--- src/rtl/mrtl_pkg.sv ---
// Package with the shared types and constants of the traffic light controller.
`timescale 1ns / 1ps

package mrtl_pkg;

  localparam int ROAD_SLOTS = 8;
  localparam int ROAD_IDX_W = 3;
  localparam int COUNT_W    = 4;
  localparam int SENSOR_W   = 8;
  localparam int PHASE_W    = 3;
  localparam int PHASES_W   = 24;
  localparam int CFG_IDX_W  = 3;
  localparam int CFG_DATA_W = 8;

  typedef enum logic [PHASE_W-1:0] {
    PH_STOP       = 3'd0,
    PH_GO_DELAY   = 3'd1,
    PH_GO         = 3'd2,
    PH_STOP_DELAY = 3'd3,
    PH_WARNING    = 3'd4,
    PH_STOPPING   = 3'd5
  } phase_t;

  typedef enum logic [CFG_IDX_W-1:0] {
    CFG_ROAD_COUNT    = 3'd0,
    CFG_GO_DELAY      = 3'd1,
    CFG_STOP_DELAY    = 3'd2,
    CFG_WARNING_TIME  = 3'd3,
    CFG_STOPPING_TIME = 3'd4
  } cfg_reg_t;

  localparam logic [COUNT_W-1:0]    RST_ROAD_COUNT    = 4'd4;
  localparam logic [CFG_DATA_W-1:0] RST_GO_DELAY      = 8'd22;
  localparam logic [CFG_DATA_W-1:0] RST_STOP_DELAY    = 8'd15;
  localparam logic [CFG_DATA_W-1:0] RST_WARNING_TIME  = 8'd5;
  localparam logic [CFG_DATA_W-1:0] RST_STOPPING_TIME = 8'd2;
  localparam logic [COUNT_W-1:0]    MIN_ROADS         = 4'd2;

  typedef struct packed {
    logic step;
    logic in_use;
    logic go;
    logic stop;
  } road_ctrl_t;

  typedef struct packed {
    logic                  hit;
    logic [ROAD_IDX_W-1:0] first;
    logic [ROAD_IDX_W-1:0] second;
  } pair_sel_t;

endpackage

--- src/rtl/mrtl_if.sv ---
// Channel interfaces for sensor ticks, light results and configuration writes.
`timescale 1ns / 1ps

interface mrtl_in_if;
  import mrtl_pkg::*;
  logic                valid;
  logic                ready;
  logic [SENSOR_W-1:0] sensor_bits;
  modport source (output valid, output sensor_bits, input ready);
  modport sink (input valid, input sensor_bits, output ready);
endinterface

interface mrtl_out_if;
  import mrtl_pkg::*;
  logic                  valid;
  logic                  ready;
  logic [PHASES_W-1:0]   light_phases;
  logic                  pair_valid;
  logic [ROAD_IDX_W-1:0] pair_first;
  logic [ROAD_IDX_W-1:0] pair_second;
  logic                  switched;
  modport source (output valid, output light_phases, output pair_valid, output pair_first,
                  output pair_second, output switched, input ready);
  modport sink (input valid, input light_phases, input pair_valid, input pair_first,
                input pair_second, input switched, output ready);
endinterface

interface mrtl_cfg_if;
  import mrtl_pkg::*;
  logic                  valid;
  logic                  ready;
  logic [CFG_IDX_W-1:0]  index;
  logic [CFG_DATA_W-1:0] data;
  modport source (output valid, output index, output data, input ready);
  modport sink (input valid, input index, input data, output ready);
endinterface

--- src/rtl/mrtl_pair_select.sv ---
// Priority search for the next served road pair and its opposite road.
`timescale 1ns / 1ps

module mrtl_pair_select (
  input  logic [mrtl_pkg::SENSOR_W-1:0]   sensor_bits,
  input  logic [mrtl_pkg::COUNT_W-1:0]    road_num,
  input  logic                            pair_set,
  input  logic [mrtl_pkg::ROAD_IDX_W-1:0] pair_a,
  input  logic [mrtl_pkg::ROAD_IDX_W-1:0] pair_b,
  output mrtl_pkg::pair_sel_t             sel
);
  import mrtl_pkg::*;

  logic                  hit;
  logic [ROAD_IDX_W-1:0] first;
  logic [COUNT_W-1:0]    sum;

  always_comb begin
    hit   = 1'b0;
    first = '0;
    for (int i = ROAD_SLOTS - 1; i >= 0; i--) begin
      if ((COUNT_W'(i) < road_num) && sensor_bits[i] &&
          !(pair_set && ((ROAD_IDX_W'(i) == pair_a) || (ROAD_IDX_W'(i) == pair_b)))) begin
        hit   = 1'b1;
        first = ROAD_IDX_W'(i);
      end
    end
  end

  // The sum stays below twice the road count, so one subtraction wraps it.
  assign sum = {1'b0, first} + (road_num >> 1);

  always_comb begin
    sel.hit    = hit;
    sel.first  = first;
    sel.second = (sum >= road_num) ? ROAD_IDX_W'(sum - road_num) : ROAD_IDX_W'(sum);
  end

endmodule

--- src/rtl/mrtl_road.sv ---
// Light phase sequencer and countdown timer of one road.
`timescale 1ns / 1ps

module mrtl_road #(
  parameter int TIMER_BITS = 8
) (
  input  logic                   clk,
  input  logic                   rst_n,
  input  mrtl_pkg::road_ctrl_t   ctrl,
  input  logic [TIMER_BITS-1:0]  go_load,
  input  logic [TIMER_BITS-1:0]  stop_load,
  input  logic [TIMER_BITS-1:0]  warn_load,
  input  logic [TIMER_BITS-1:0]  stopping_load,
  output mrtl_pkg::phase_t       phase_nxt_o
);
  import mrtl_pkg::*;

  phase_t                phase_r;
  phase_t                phase_nxt;
  logic [TIMER_BITS-1:0] cnt_r;
  logic [TIMER_BITS-1:0] cnt_nxt;
  logic [TIMER_BITS-1:0] cnt_dec;

  always_ff @(posedge clk) begin
    if (!rst_n) begin
      phase_r <= PH_STOP;
      cnt_r   <= '0;
    end else if (ctrl.step) begin
      phase_r <= phase_nxt;
      cnt_r   <= cnt_nxt;
    end
  end

  // The countdown drops first, then the phase step looks at the new value.
  assign cnt_dec = (cnt_r != '0) ? cnt_r - 1'b1 : '0;

  always_comb begin
    phase_nxt = phase_r;
    cnt_nxt   = cnt_dec;
    if (!ctrl.in_use) begin
      phase_nxt = PH_STOP;
      cnt_nxt   = '0;
    end else begin
      case (phase_r)
        PH_STOP: begin
          if (ctrl.go) begin
            phase_nxt = PH_GO_DELAY;
            cnt_nxt   = go_load;
          end
        end
        PH_GO_DELAY: begin
          if (cnt_dec == '0) phase_nxt = PH_GO;
        end
        PH_GO: begin
          if (ctrl.stop) begin
            phase_nxt = PH_STOP_DELAY;
            cnt_nxt   = stop_load;
          end
        end
        PH_STOP_DELAY: begin
          if (cnt_dec == '0) begin
            phase_nxt = PH_WARNING;
            cnt_nxt   = warn_load;
          end
        end
        PH_WARNING: begin
          if (cnt_dec == '0) begin
            phase_nxt = PH_STOPPING;
            cnt_nxt   = stopping_load;
          end
        end
        PH_STOPPING: begin
          if (cnt_dec == '0) phase_nxt = PH_STOP;
        end
        default: begin
          phase_nxt = PH_STOP;
          cnt_nxt   = '0;
        end
      endcase
    end
  end

  assign phase_nxt_o = phase_nxt;

endmodule

--- src/rtl/multi_road_traffic_light_controller_core.sv ---
// Top level of the multi-road traffic light controller.
// Each item on the in_ch channel is one tick carrying a sensor bit per road.
// For every accepted item exactly one item leaves on out_ch: the light phase
// of every road after that tick, the served pair and whether it changed.
// Configuration writes arrive on cfg_ch, which is always ready; the user must
// make them only while no tick is in flight, as the block does not enforce it.
// An accepted tick waits in the input register until the output register is
// empty or being read; its result is then loaded into the output register and
// offered on out_ch. The block takes one item per cycle while out_ch is not
// stalled, with a single pass of pair search and phase update between the input
// register and the output register.
// When the receiver stalls, the result holds in the output register and the
// input register still takes one more item before in_ch drops ready.
// Reset restores the default configuration, puts every road at stop with a
// zero countdown, clears the served pair and empties both registers.
`timescale 1ns / 1ps

module multi_road_traffic_light_controller_core #(
  parameter int MAX_ROADS  = 8,
  parameter int TIMER_BITS = 8
) (
  input  logic        clk,
  input  logic        rst_n,
  mrtl_in_if.sink     in_ch,
  mrtl_out_if.source  out_ch,
  mrtl_cfg_if.sink    cfg_ch
);
  import mrtl_pkg::*;

  localparam int ROAD_LIMIT = (MAX_ROADS < ROAD_SLOTS) ? MAX_ROADS : ROAD_SLOTS;
  localparam logic [COUNT_W-1:0]    ROAD_LIMIT_C = COUNT_W'(ROAD_LIMIT);
  localparam logic [TIMER_BITS-1:0] TIMER_MAX    = '1;

  function automatic logic [TIMER_BITS-1:0] sat_load(input logic [CFG_DATA_W-1:0] v);
    logic [TIMER_BITS-1:0] res;
    if (32'(v) > 32'(TIMER_MAX)) res = TIMER_MAX;
    else res = TIMER_BITS'(v);
    return res;
  endfunction

  logic [COUNT_W-1:0]    road_count_r;
  logic [CFG_DATA_W-1:0] go_delay_r;
  logic [CFG_DATA_W-1:0] stop_delay_r;
  logic [CFG_DATA_W-1:0] warning_time_r;
  logic [CFG_DATA_W-1:0] stopping_time_r;

  logic                  s1_valid_r;
  logic [SENSOR_W-1:0]   s1_sensor_r;

  logic                  pair_set_r;
  logic [ROAD_IDX_W-1:0] pair_a_r;
  logic [ROAD_IDX_W-1:0] pair_b_r;

  logic                  out_valid_r;
  logic [PHASES_W-1:0]   phases_r;
  logic                  pair_valid_r;
  logic [ROAD_IDX_W-1:0] first_r;
  logic [ROAD_IDX_W-1:0] second_r;
  logic                  switched_r;

  logic                  commit;
  logic [COUNT_W-1:0]    road_num;
  pair_sel_t             sel;
  logic [PHASES_W-1:0]   phases_nxt;
  phase_t                road_phase_nxt [ROAD_LIMIT];
  logic [TIMER_BITS-1:0] go_load;
  logic [TIMER_BITS-1:0] stop_load;
  logic [TIMER_BITS-1:0] warn_load;
  logic [TIMER_BITS-1:0] stopping_load;

  assign cfg_ch.ready = 1'b1;

  always_ff @(posedge clk) begin
    if (!rst_n) begin
      road_count_r    <= RST_ROAD_COUNT;
      go_delay_r      <= RST_GO_DELAY;
      stop_delay_r    <= RST_STOP_DELAY;
      warning_time_r  <= RST_WARNING_TIME;
      stopping_time_r <= RST_STOPPING_TIME;
    end else if (cfg_ch.valid) begin
      case (cfg_reg_t'(cfg_ch.index))
        CFG_ROAD_COUNT:    road_count_r    <= cfg_ch.data[COUNT_W-1:0];
        CFG_GO_DELAY:      go_delay_r      <= cfg_ch.data;
        CFG_STOP_DELAY:    stop_delay_r    <= cfg_ch.data;
        CFG_WARNING_TIME:  warning_time_r  <= cfg_ch.data;
        CFG_STOPPING_TIME: stopping_time_r <= cfg_ch.data;
        default: ;
      endcase
    end
  end

  always_comb begin
    if (road_count_r < MIN_ROADS) road_num = MIN_ROADS;
    else if (road_count_r > ROAD_LIMIT_C) road_num = ROAD_LIMIT_C;
    else road_num = road_count_r;
  end

  assign go_load       = sat_load(go_delay_r);
  assign stop_load     = sat_load(stop_delay_r);
  assign warn_load     = sat_load(warning_time_r);
  assign stopping_load = sat_load(stopping_time_r);

  assign commit      = s1_valid_r && (!out_valid_r || out_ch.ready);
  assign in_ch.ready = !s1_valid_r || commit;

  always_ff @(posedge clk) begin
    if (!rst_n) begin
      s1_valid_r <= 1'b0;
    end else if (in_ch.valid && in_ch.ready) begin
      s1_valid_r <= 1'b1;
    end else if (commit) begin
      s1_valid_r <= 1'b0;
    end
  end

  always_ff @(posedge clk) begin
    if (in_ch.valid && in_ch.ready) s1_sensor_r <= in_ch.sensor_bits;
  end

  mrtl_pair_select u_pair_select (
    .sensor_bits (s1_sensor_r),
    .road_num    (road_num),
    .pair_set    (pair_set_r),
    .pair_a      (pair_a_r),
    .pair_b      (pair_b_r),
    .sel         (sel)
  );

  always_ff @(posedge clk) begin
    if (!rst_n) begin
      pair_set_r <= 1'b0;
      pair_a_r   <= '0;
      pair_b_r   <= '0;
    end else if (commit && sel.hit) begin
      pair_set_r <= 1'b1;
      pair_a_r   <= sel.first;
      pair_b_r   <= sel.second;
    end
  end

  for (genvar r = 0; r < ROAD_SLOTS; r++) begin : g_road
    if (r < ROAD_LIMIT) begin : g_used
      road_ctrl_t ctrl;
      logic       target;

      assign target      = (ROAD_IDX_W'(r) == sel.first) || (ROAD_IDX_W'(r) == sel.second);
      assign ctrl.step   = commit;
      assign ctrl.in_use = COUNT_W'(r) < road_num;
      assign ctrl.go     = sel.hit && target;
      assign ctrl.stop   = sel.hit && !target;

      mrtl_road #(
        .TIMER_BITS (TIMER_BITS)
      ) u_road (
        .clk           (clk),
        .rst_n         (rst_n),
        .ctrl          (ctrl),
        .go_load       (go_load),
        .stop_load     (stop_load),
        .warn_load     (warn_load),
        .stopping_load (stopping_load),
        .phase_nxt_o   (road_phase_nxt[r])
      );

      assign phases_nxt[PHASE_W*r +: PHASE_W] = road_phase_nxt[r];
    end else begin : g_absent
      assign phases_nxt[PHASE_W*r +: PHASE_W] = '0;
    end
  end

  always_ff @(posedge clk) begin
    if (!rst_n) begin
      out_valid_r <= 1'b0;
    end else if (commit) begin
      out_valid_r <= 1'b1;
    end else if (out_ch.ready) begin
      out_valid_r <= 1'b0;
    end
  end

  always_ff @(posedge clk) begin
    if (commit) begin
      phases_r     <= phases_nxt;
      pair_valid_r <= pair_set_r || sel.hit;
      first_r      <= sel.hit ? sel.first : pair_a_r;
      second_r     <= sel.hit ? sel.second : pair_b_r;
      switched_r   <= sel.hit;
    end
  end

  assign out_ch.valid        = out_valid_r;
  assign out_ch.light_phases = phases_r;
  assign out_ch.pair_valid   = pair_valid_r;
  assign out_ch.pair_first   = first_r;
  assign out_ch.pair_second  = second_r;
  assign out_ch.switched     = switched_r;

  a_pair_kept: assert property (@(posedge clk) disable iff (!rst_n)
    commit && sel.hit |=> pair_set_r && (pair_a_r != pair_b_r))
    else $error("served pair not stored after a switch");

  a_switch_pair: assert property (@(posedge clk) disable iff (!rst_n)
    out_ch.valid && out_ch.switched |-> out_ch.pair_valid &&
      (out_ch.pair_first != out_ch.pair_second))
    else $error("switched result without a proper pair");

  a_tick_held: assert property (@(posedge clk) disable iff (!rst_n)
    s1_valid_r && !commit |=> s1_valid_r && $stable(s1_sensor_r))
    else $error("waiting tick lost from the input register");

endmodule
--- src/flat_wrapper.sv ---
// flat-port wrapper written by rule: the top's interface ports become plain ports
module multi_road_traffic_light_controller_core_flat import mrtl_pkg::*;
#(
  parameter int MAX_ROADS  = 8,
  parameter int TIMER_BITS = 8
)
  (clk, rst_n, in_ch_valid, in_ch_sensor_bits, in_ch_ready, out_ch_valid, out_ch_light_phases, out_ch_pair_valid, out_ch_pair_first, out_ch_pair_second, out_ch_switched, out_ch_ready, cfg_ch_valid, cfg_ch_index, cfg_ch_data, cfg_ch_ready);
  mrtl_in_if in_ch_i ();
  mrtl_out_if out_ch_i ();
  mrtl_cfg_if cfg_ch_i ();
  input  logic clk;
  input  logic rst_n;
  input wire logic [$bits(in_ch_i.valid)-1:0] in_ch_valid;
  input wire logic [$bits(in_ch_i.sensor_bits)-1:0] in_ch_sensor_bits;
  output wire logic [$bits(in_ch_i.ready)-1:0] in_ch_ready;
  output wire logic [$bits(out_ch_i.valid)-1:0] out_ch_valid;
  output wire logic [$bits(out_ch_i.light_phases)-1:0] out_ch_light_phases;
  output wire logic [$bits(out_ch_i.pair_valid)-1:0] out_ch_pair_valid;
  output wire logic [$bits(out_ch_i.pair_first)-1:0] out_ch_pair_first;
  output wire logic [$bits(out_ch_i.pair_second)-1:0] out_ch_pair_second;
  output wire logic [$bits(out_ch_i.switched)-1:0] out_ch_switched;
  input wire logic [$bits(out_ch_i.ready)-1:0] out_ch_ready;
  input wire logic [$bits(cfg_ch_i.valid)-1:0] cfg_ch_valid;
  input wire logic [$bits(cfg_ch_i.index)-1:0] cfg_ch_index;
  input wire logic [$bits(cfg_ch_i.data)-1:0] cfg_ch_data;
  output wire logic [$bits(cfg_ch_i.ready)-1:0] cfg_ch_ready;
  assign in_ch_i.valid = in_ch_valid;
  assign in_ch_i.sensor_bits = in_ch_sensor_bits;
  assign in_ch_ready = in_ch_i.ready;
  assign out_ch_valid = out_ch_i.valid;
  assign out_ch_light_phases = out_ch_i.light_phases;
  assign out_ch_pair_valid = out_ch_i.pair_valid;
  assign out_ch_pair_first = out_ch_i.pair_first;
  assign out_ch_pair_second = out_ch_i.pair_second;
  assign out_ch_switched = out_ch_i.switched;
  assign out_ch_i.ready = out_ch_ready;
  assign cfg_ch_i.valid = cfg_ch_valid;
  assign cfg_ch_i.index = cfg_ch_index;
  assign cfg_ch_i.data = cfg_ch_data;
  assign cfg_ch_ready = cfg_ch_i.ready;
  multi_road_traffic_light_controller_core #(.MAX_ROADS(MAX_ROADS), .TIMER_BITS(TIMER_BITS)) u_core (.clk(clk), .rst_n(rst_n), .in_ch(in_ch_i), .out_ch(out_ch_i), .cfg_ch(cfg_ch_i));
endmodule
--- config.mk ---
export PLATFORM = sky130hd
export DESIGN_NAME = multi_road_traffic_light_controller_core_flat
export DESIGN_NICKNAME = d
export VERILOG_FILES = /design/src/rtl/mrtl_pkg.sv /design/src/rtl/mrtl_if.sv /design/src/rtl/mrtl_pair_select.sv /design/src/rtl/mrtl_road.sv /design/src/rtl/multi_road_traffic_light_controller_core.sv /design/src/flat_wrapper.sv
export SDC_FILE = /design/constraint.sdc
export NUM_CORES = 1
export LEC_CHECK = 0
export ABC_AREA = 1
export BUFFER_PORTS_ARGS = -buffer_cell sky130_fd_sc_hd__clkbuf_2
export CORE_MARGIN = 2
export CORE_UTILIZATION = 38
export CTS_CLUSTER_SIZE = 24
export DETAILED_ROUTE_END_ITERATION = 16
export SLEW_MARGIN = 20
export SYNTH_ARGS = -nofsm -noshare
export SYNTH_HDL_FRONTEND = slang
export SYNTH_SLANG_ARGS = --single-unit
--- constraint.sdc ---
create_clock -name clk -period 7 [get_ports clk]
set_input_delay 1.05 -clock clk [delete_from_list [all_inputs] [get_ports clk]]
set_output_delay 1.05 -clock clk [all_outputs]
set_load 0.01 [all_outputs]
Yosys cells after proc, flatten, opt, wreduce, memory -nomap -nowiden
Index checks and enable logic that the tools add are counted.
{ "totals": {"register_bits": 173, "output_inout_bits": 35, "elab_cells": 394} }
{ "classes": {"add_sub_neg": 10, "n_lt_le_gt_ge": 11, "n_eq_ne": 72, "mux": 145, "reduce_logical": 124} }
{ "ops": {"columns": ["cell", "count"], "rows": [
  ["two-way mux 8 bit", 48],
  ["one-hot mux 8 bit (5 select lines)", 8],
  ["two-way mux 3 bit", 67],
  ["one-hot mux 3 bit (6 select lines)", 8],
  ["logical NOT 8 bit", 8],
  ["nonzero test 8 bit", 8],
  ["subtractor 8 x 1 -> 8 bit (second input constant)", 8],
  ["equality test 3 x 2 -> 1 bit (second input constant)", 18],
  ["equality test 3 bit (second input constant)", 17],
  ["equality test 3 bit (first input constant)", 16],
  ["logical AND 1 bit", 43],
  ["logical NOT 3 bit", 13],
  ["equality test 3 x 1 -> 1 bit (second input constant)", 9],
  ["equality test 2 x 3 -> 1 bit (first input constant)", 8],
  ["logical OR 1 bit", 19],
  ["logical NOT 1 bit", 18],
  ["less-than comparator 3 x 4 -> 1 bit (first input constant)", 4],
  ["OR reduction 2 bit", 8],
  ["equality test 1 x 3 -> 1 bit (first input constant)", 4],
  ["two-way mux 1 bit", 12],
  ["AND reduction 2 bit", 5],
  ["less-than comparator 1 x 4 -> 1 bit (first input constant)", 2],
  ["less-than comparator 2 x 4 -> 1 bit (first input constant)", 2],
  ["two-way mux 4 bit", 2],
  ["6 further kinds", 7]
]} }

Depth between registers and ports, before layout
Gate-level depths: netlist of the first run.
{ "depth": {"depth_word": 24, "mapped_depth": 32} }

Hierarchy
From an unflattened synthesis of the first run, not the netlist that was laid out.
{ "hier_totals": {"cells_unflattened": 2238, "hier_area_um2": 14009.7} }
{ "by_module_without_submodules": {"columns": ["mod", "n_inst", "cells_each", "area_each_um2", "seq_area_each_um2"], "rows": [
  ["mrtl_road", 8, 219, 1257.5, 220.2],
  ["multi_road_traffic_light_controller_core", 1, 381, 3372.0, 2102.0],
  ["mrtl_pair_select", 1, 105, 578.1, 0.0]
]} }

Worst setup path after synthesis of the first run
Ideal clock, no wire load.
{ "synth_path": {"path_type": "reg2reg", "start": "register u_core.road_count_r[3]", "end": "register u_core.g_road[3].g_used.u_road.cnt_r[7]", "setup_ps": 134, "arrival_ps": 4099, "path_slack_ps": 2767, "stages_incl_launch_ff": 27, "synth_period_minus_slack_ps": 4233, "cell_sequence": "dfxtp_1 buf_6 nor2_4 inv_2 o21ai_4 nand3_2 nand2_1 nand2_1 nand2_2 nand2_2 nand2_4 inv_1 ha_1 fa_1 inv_1 fa_1 o211ai_2 nand2_1 o21ai_1 inv_1 nand3_1 nand3_2 buf_2 o211ai_1 nand3_1 nand2_1 a21oi_1"} }
{ "synth_rtl": {"columns": ["element", "line", "text"], "rows": [
  ["from (decl)", "multi_road_traffic_light_controller_core.sv:41", "logic [COUNT_W-1:0] road_count_r;"],
  ["from (signal assigned)", "multi_road_traffic_light_controller_core.sv:82", "CFG_ROAD_COUNT: road_count_r <= cfg_ch.data[COUNT_W-1:0];"],
  ["to (signal assigned)", "mrtl_road.sv:30", "cnt_r <= cnt_nxt;"],
  ["to (decl)", "mrtl_road.sv:20", "logic [TIMER_BITS-1:0] cnt_r;"]
]} }

==> impl_metrics.toml, run 1 <==
[placement]
post-dp-hpwl_um = 34950
port_buffers = 57
routabilityCongestion = 0.9596

[synth]
yosysTopAreaCell = "dfxtp_1"
yosys_warnings = 0
yosysSeqAreaShare_pct = 27.99
synth_area_sq_mm = 0.01380
synth-edff-count = 40
synth_seq_cells = 173
synthFlopType = "dfxtp_1"
synthTopCellsByArea = "dfxtp_1, nand2_1, nand3_1"
synth_cells = 2251
syn_nets = 2300
synth_top_area_share_pct = 19.29
ys_async_sr_fraction_pct = 0
synth_cell_types = 50
avgSynthCellArea_sq_um = 6.132

[timing]
period_needed_ns = 5.317
relSlewSlack_pct = 21.31
timing.fmax_ghz = 0.1881
rsz0062_at_grt = "no"
hold_violations = 0
final.period_utilization_pct = 75.96
setup_viol = 0
skew_ns = 0.01162
slew_viol_final = 0
fin_setup_tns_ns = 0
tightest_slew_ns = 1.171

[critical_path]
worst_setup_path_end_kind = "flip-flop"
cp_common_cell = "nand2_1"
worstPathMaxFanout = 11
cp-start-kind = "flip-flop"
critical_path_class = "reg2reg"
reg2reg_slack_ns = 1.68
crit_required_ns = 7.31
crit_arrival_ns = 5.63
max_stage_delay_ns = 0.65
timing.rr.end = "u_core.g_road[1].g_used.u_road.cnt_r[0]"
reg2reg_from = "u_core.road_count_r[3]"
r2r.worst_path.cells = 29
cp_slowest_cell = "dfxtp_1"

[grt]
grt.overflow.total = 0
grt_pass1_wl_um = 79900
antenna_found_initial = 0
grt_start_max_net_pins = 85
grt_pass1_vias = 14176
grt_usage_pct = 26.95

[min_path]
min_delay_path_depth = 2
hold_class = "reg2reg"
min_from = "u_core.g_road[2].g_used.u_road.cnt_r[6]"
min_to = "u_core.g_road[2].g_used.u_road.cnt_r[6]"

[route]
route.met3.wl_um = 3916
drc_errors = 0
met1_length_um = 21990
totalWireLength_um = 51600
topRoutingLayerUsed = "met4"
firstDrtPassIters = 6
routedWlPerCell_um = 18.86
via_per_inst = 5.790
vias = 15841
drt-initial-drc-count = 1898
met2_wirelength_um = 23100
ant_nets = 0

[clock_tree]
cts-root-buf = "clkbuf_16"
ctsHtreeMaxLevel = 4
clk_pin_slew_worst_paths_ns = 0.08
clkSinkCount = 173
cts_resized = 0
clk_latency_ns = 0.47
tritoncts = "yes"
post_cts_buffers = 0
cts_buffers = 17
clock_tree.buffer_depth = 2
ctsHoldBuffers = 0

[floorplanning]
die_y_um = 194.6
ios = 59
core_area_sq_mm = 0.03566
start_util_pct = 38.71
die_x_um = 194.6
rows = 69
die-area_sq_mm = 0.03787

[pwr]
ir_drop_v = 0.0001901
leakage_nw = 6.835
powerDensity_mw_per_mm2 = 286.7

[final_layout]
final_util_pct = 42.12
syn2layout_area_growth_pct = 8.793
nNetsFinal = 2311
diodes = 0
layout-drive-gt1-share_pct = 8.923

[run_status]
status = "completed"

[flow_run]
max_cap_violations = 0
-- kinds of logic (layout without fill, tap and decap cells) --
| group | count (synthesis) | count (layout) | share of synthesized area [%] |
|---|---|---|---|
| buffers and inverters | 330 | 354 | 9.590 |
| adders and majority gates | 25 | 25 | 2.375 |
| AOI/OAI and AO/OA | 419 | 419 | 16.72 |
| other | 1 | 1 | 0.02717 |
| DFF | 173 | 173 | 27.99 |
| xor gates and xnor gates | 11 | 11 | 0.6980 |
| and+or+nand+nor | 1291 | 1291 | 42.52 |
| muxes | 1 | 1 | 0.08158 |
-- how the worst max path moves through the flow --
stage,startpoint,endpoint,cells after the start
2_1_floorplan,u_core.road_count_r[3],u_core.g_road[3].g_used.u_road.cnt_r[7],26
3_3_place_gp,u_core.road_count_r[3],u_core.g_road[1].g_used.u_road.cnt_r[0],29
3_5_place_dp,u_core.road_count_r[3],u_core.g_road[1].g_used.u_road.cnt_r[6],29
4_1_cts,u_core.road_count_r[3],u_core.g_road[1].g_used.u_road.cnt_r[6],29
5_1_grt,u_core.road_count_r[3],u_core.g_road[1].g_used.u_road.cnt_r[2],28
6_report,u_core.road_count_r[3],u_core.g_road[1].g_used.u_road.cnt_r[0],29
-- cells in the final DEF (no fill, tap or decap), types with 3 or more instances in the layout --
master	count
clkinv_8	3
edfxtp_1	40
ha_1	23
xor2_1	10
inv_6	4
nor4_1	5
nor3_2	8
clkbuf_16	17
nand2_4	10
o211ai_1	48
dfxtp_1	133
buf_4	9
nand3_1	384
or2_2	8
nor2_4	3
o2111ai_1	3
o21ai_1	9
nand2_2	20
o21ai_0	214
nand3_2	13
nor2_1	154
inv_1	230
nand2_1	587
a211oi_1	5
nor2_2	7
nor3_1	31
clkinv_1	3
inv_2	20
nand3_4	4
inv_8	5
nand4_1	52
a31oi_1	7
clkbuf_2	57
a21oi_1	125
-- through the flow --
stage	hold slack (ns)	cell area, sq um	setup WS (ns)	cells	power, W
floorplan	0.4453	13800	2.767	2251	0.002813
global placement	0.4544	14390	1.942	2704	0.003244
detailed placement	0.4574	14390	1.743	2704	0.003268
finish	0.4680	15020	1.683	2736	0.004305
global route	0.4868	15020	1.174	2736	0.004637
CTS	0.4685	14990	1.716	2736	0.004263
-- final cells by class --
class	count	area (sq um)
Fill cell	3828	20640
Multi-Input combinational cell	1748	8658
Sequential cell	173	3864
Inverter	256	969.7
Tap cell	461	576.8
Clock buffer	17	425.4
Timing Repair Buffer	66	352.8
Clock inverter	15	170.2
-- where the power goes --
part / switching [W] / internal [W]
clock: 0.000515 / 0.000484
sequential: 0.0000871 / 0.00110
combinational: 0.00150 / 0.000623
total: 0.00210 / 0.00220
-- state kept, by name (all words and copies together), names as in the netlist, 8 cells and up --
signal / count
u_core.g_road.g_used.u_road.cnt_r: 64
u_core.g_road.g_used.u_road.phase_r: 24
u_core.go_delay_r: 8
u_core.out_ch.light_phases: 24
u_core.s1_sensor_r: 8
u_core.stop_delay_r: 8
u_core.stopping_load: 8
u_core.warn_load: 8
-- cell usage after synthesis, types with 2 or more instances --
| master | number |
|---|---|
| dfxtp_1 | 133 |
| nand3_1 | 384 |
| nand2_4 | 9 |
| a31oi_1 | 7 |
| buf_2 | 17 |
| o21ai_1 | 9 |
| nor3_1 | 37 |
| nand4_1 | 52 |
| clkinv_1 | 3 |
| buf_4 | 5 |
| nor2_1 | 154 |
| ha_1 | 23 |
| xor2_1 | 10 |
| o2111ai_1 | 3 |
| o21ai_0 | 214 |
| inv_2 | 20 |
| nand2_1 | 588 |
| nand3_2 | 13 |
| or2_2 | 8 |
| edfxtp_1 | 40 |
| nor2_2 | 7 |
| nor2_4 | 3 |
| fa_1 | 2 |
| nand3_4 | 4 |
| nor3_2 | 2 |
| buf_6 | 5 |
| o21ai_4 | 2 |
| inv_1 | 231 |
| a21oi_1 | 125 |
| nor4_1 | 5 |
| o211ai_1 | 48 |
| a211oi_1 | 6 |
| nand2_2 | 20 |
| clkbuf_1 | 46 |
-- worst max-delay path, delay by kind of cell, from the launching register on --
| family | cells | cell delay (ns) |
|---|---|---|
| and+or+nand+nor | 19 | 2.24 |
| adders and majority gates | 3 | 1.21 |
| DFF | 1 | 0.65 |
| AOI/OAI and AO/OA | 3 | 0.62 |
| buffers and inverters | 4 | 0.42 |
-- metal layers --
layer  GRT usage [%]  vias to the layer above
li1                -                     7623
met1           35.49                     7381
met2           42.79                      673
met3           4.026                      164
met4           13.96                        0
met5               0                        -
Note: power is estimated with default switching activity, not from simulation.
==> inputs of run 2 (changes only) <==
- clock period: 7 -> 4.9 ns (I/O delays scaled with it)
==> run 2 against run 1 <==
  * Register-to-register slack worse by 1.4 ns
  * First-iteration DRC count shrank 3.9%
  * Final area is 2.2% higher
  * Critical path type unchanged
  * Utilization is 0.92 points higher
  * Global-route usage is 0.15 points higher
  * Setup slack worse by 1.4 ns
  * Sequential power rose by 44%
  * Final cell count grew 0.84%
  * Sequential cell count unchanged
  * Critical path depth is 1 lower
  * Via count up 0.25%
  * Critical endpoint is now u_core.g_road[5].g_used.u_road.cnt_r[6]
  * Highest routed layer unchanged
  * Combinational power rose by 50%
==> impl_metrics.toml, run 2 (synthesis results as in run 1) <==
[clock_tree]
cts_buffers = 17
tritoncts = "yes"
clock_tree.buffer_depth = 2
clk_latency_ns = 0.46
cts-root-buf = "clkbuf_16"
clkSinkCount = 173
ctsHtreeMaxLevel = 4
ctsHoldBuffers = 0
clk_pin_slew_worst_paths_ns = 0.08

[placement]
post-dp-hpwl_um = 35610
port_buffers = 57
routabilityCongestion = 0.9321

[route]
drt-initial-drc-count = 1824
ant_nets = 0
routedWlPerCell_um = 19.02
totalWireLength_um = 52480
vias = 15880
drc_errors = 0
firstDrtPassIters = 8
via_per_inst = 5.756

[timing]
skew_ns = 0.01273
holdWs_ns = 0.4506
period_needed_ns = 4.569
fin_setup_tns_ns = 0
rsz0062_at_grt = "yes"
timing.fmax_ghz = 0.2189
tightest_slew_ns = 1.216
setup_viol = 0
final.period_utilization_pct = 93.24
relSlewSlack_pct = 18.32
hold_violations = 0
slew_viol_final = 0

[grt]
grt.overflow.total = 0
grt_pass1_vias = 14058
grt_pass1_wl_um = 80160
grt_start_max_net_pins = 69
grt_usage_pct = 27.10
antenna_found_initial = 1

[floorplanning]
die_x_um = 194.6
rows = 69
core_area_sq_mm = 0.03566
die_y_um = 194.6
ios = 59
start_util_pct = 38.71
die-area_sq_mm = 0.03787

[final_layout]
layout_common_cells = "nand2_1, nand3_1, inv_1"
regMostFlops = "u_core.g_road.g_used.u_road.cnt_r"
final_common_cell = "nand2_1"
largest_reg_flops = 64
nNetsFinal = 2331
syn2layout_area_growth_pct = 11.17
layout-drive-gt1-share_pct = 10.20

[critical_path]
worst_setup_path_end_kind = "flip-flop"
cp_common_cell = "nand2_1"
max_stage_delay_ns = 0.40
crit_required_ns = 5.27
worstPathMaxFanout = 10
crit_family = "simple AND/OR/NAND/NOR gates"
cp-start-kind = "flip-flop"
crit_buf_inv = 5
crit_arrival_ns = 4.94
critical_path_class = "reg2reg"
cp_slowest_cell = "dfxtp_1"

[flow_run]
max_cap_violations = 0

[pwr]
leakage_nw = 6.965
ir_drop_v = 0.0002802
powerDensity_mw_per_mm2 = 414.5

[min_path]
hold_class = "in2reg"

[run_status]
status = "completed"
-- run 2: worst paths after layout --
kind	from	endpoint	slack (ns)	cells after the start
max reg2reg	u_core.road_count_r[2]	u_core.g_road[5].g_used.u_road.cnt_r[6]	0.33	28
min reg2reg	u_core.g_road[7].g_used.u_road.cnt_r[2]	u_core.g_road[7].g_used.u_road.cnt_r[2]	0.47	2
min	in_ch_sensor_bits[2]	u_core.s1_sensor_r[2]	0.45	1
max	u_core.road_count_r[2]	u_core.g_road[5].g_used.u_road.cnt_r[6]	0.33	28
-- run 2: per-layer routing --
metal | global-route usage, % | up-vias | wire [um]
li1 | - | 7664 | -
met1 | 35.98 | 7346 | 22040
met2 | 43.70 | 735 | 23870
met3 | 3.401 | 135 | 4318
met4 | 12.93 | 0 | 2252
met5 | 0 | - | 0
-- run 2: area by class of cell --
class,count,area [sq um]
Antenna cell,3,7.507
Clock buffer,18,450.4
Clock inverter,14,170.2
Fill cell,3765,20310
Inverter,256,978.4
Multi-Input combinational cell,1748,8763
Sequential cell,173,3866
Tap cell,461,576.8
Timing Repair Buffer,86,531.8
-- run 2: worst register-to-register path: cells and delay by family (launching register included) --
kind / cells / cell delay [ns]
AOI/OAI and AO/OA: 4 / 0.69
xor gates and xnor gates: 1 / 0.19
adders and majority gates: 3 / 0.96
buffers and inverters: 5 / 0.55
DFF: 1 / 0.40
and+or+nand+nor: 15 / 1.67
-- run 2: metrics by stage --
step	utilization [%]	std cells	power [W]	instance area, sq um	setup slack [ns]
after floorplan	-	2251	0.004018	13800	0.6671
after global placement	40.56	2712	0.004669	14460	0.1883
after detailed placement	40.60	2712	0.004709	14480	0.09098
after CTS	42.34	2744	0.006202	15100	0.07741
after global routing	43.04	2759	0.006849	15340	0.001235
final	43.04	2759	0.006361	15340	0.3310
-- run 2: timing repair --
action	4_1_cts	5_1_grt
buffers inserted	0	12
endpoints found under the setup margin	0	79
gates resized for setup	0	27
-- run 2: power by group --
part,switching (W),leakage (nW),total (W),internal (W)
registers,0.000130,1.46,0.00170,0.00157
logic,0.00219,5.20,0.00317,0.000973
clock network,0.000692,0.300,0.00150,0.000804
total,0.00302,6.97,0.00636,0.00334
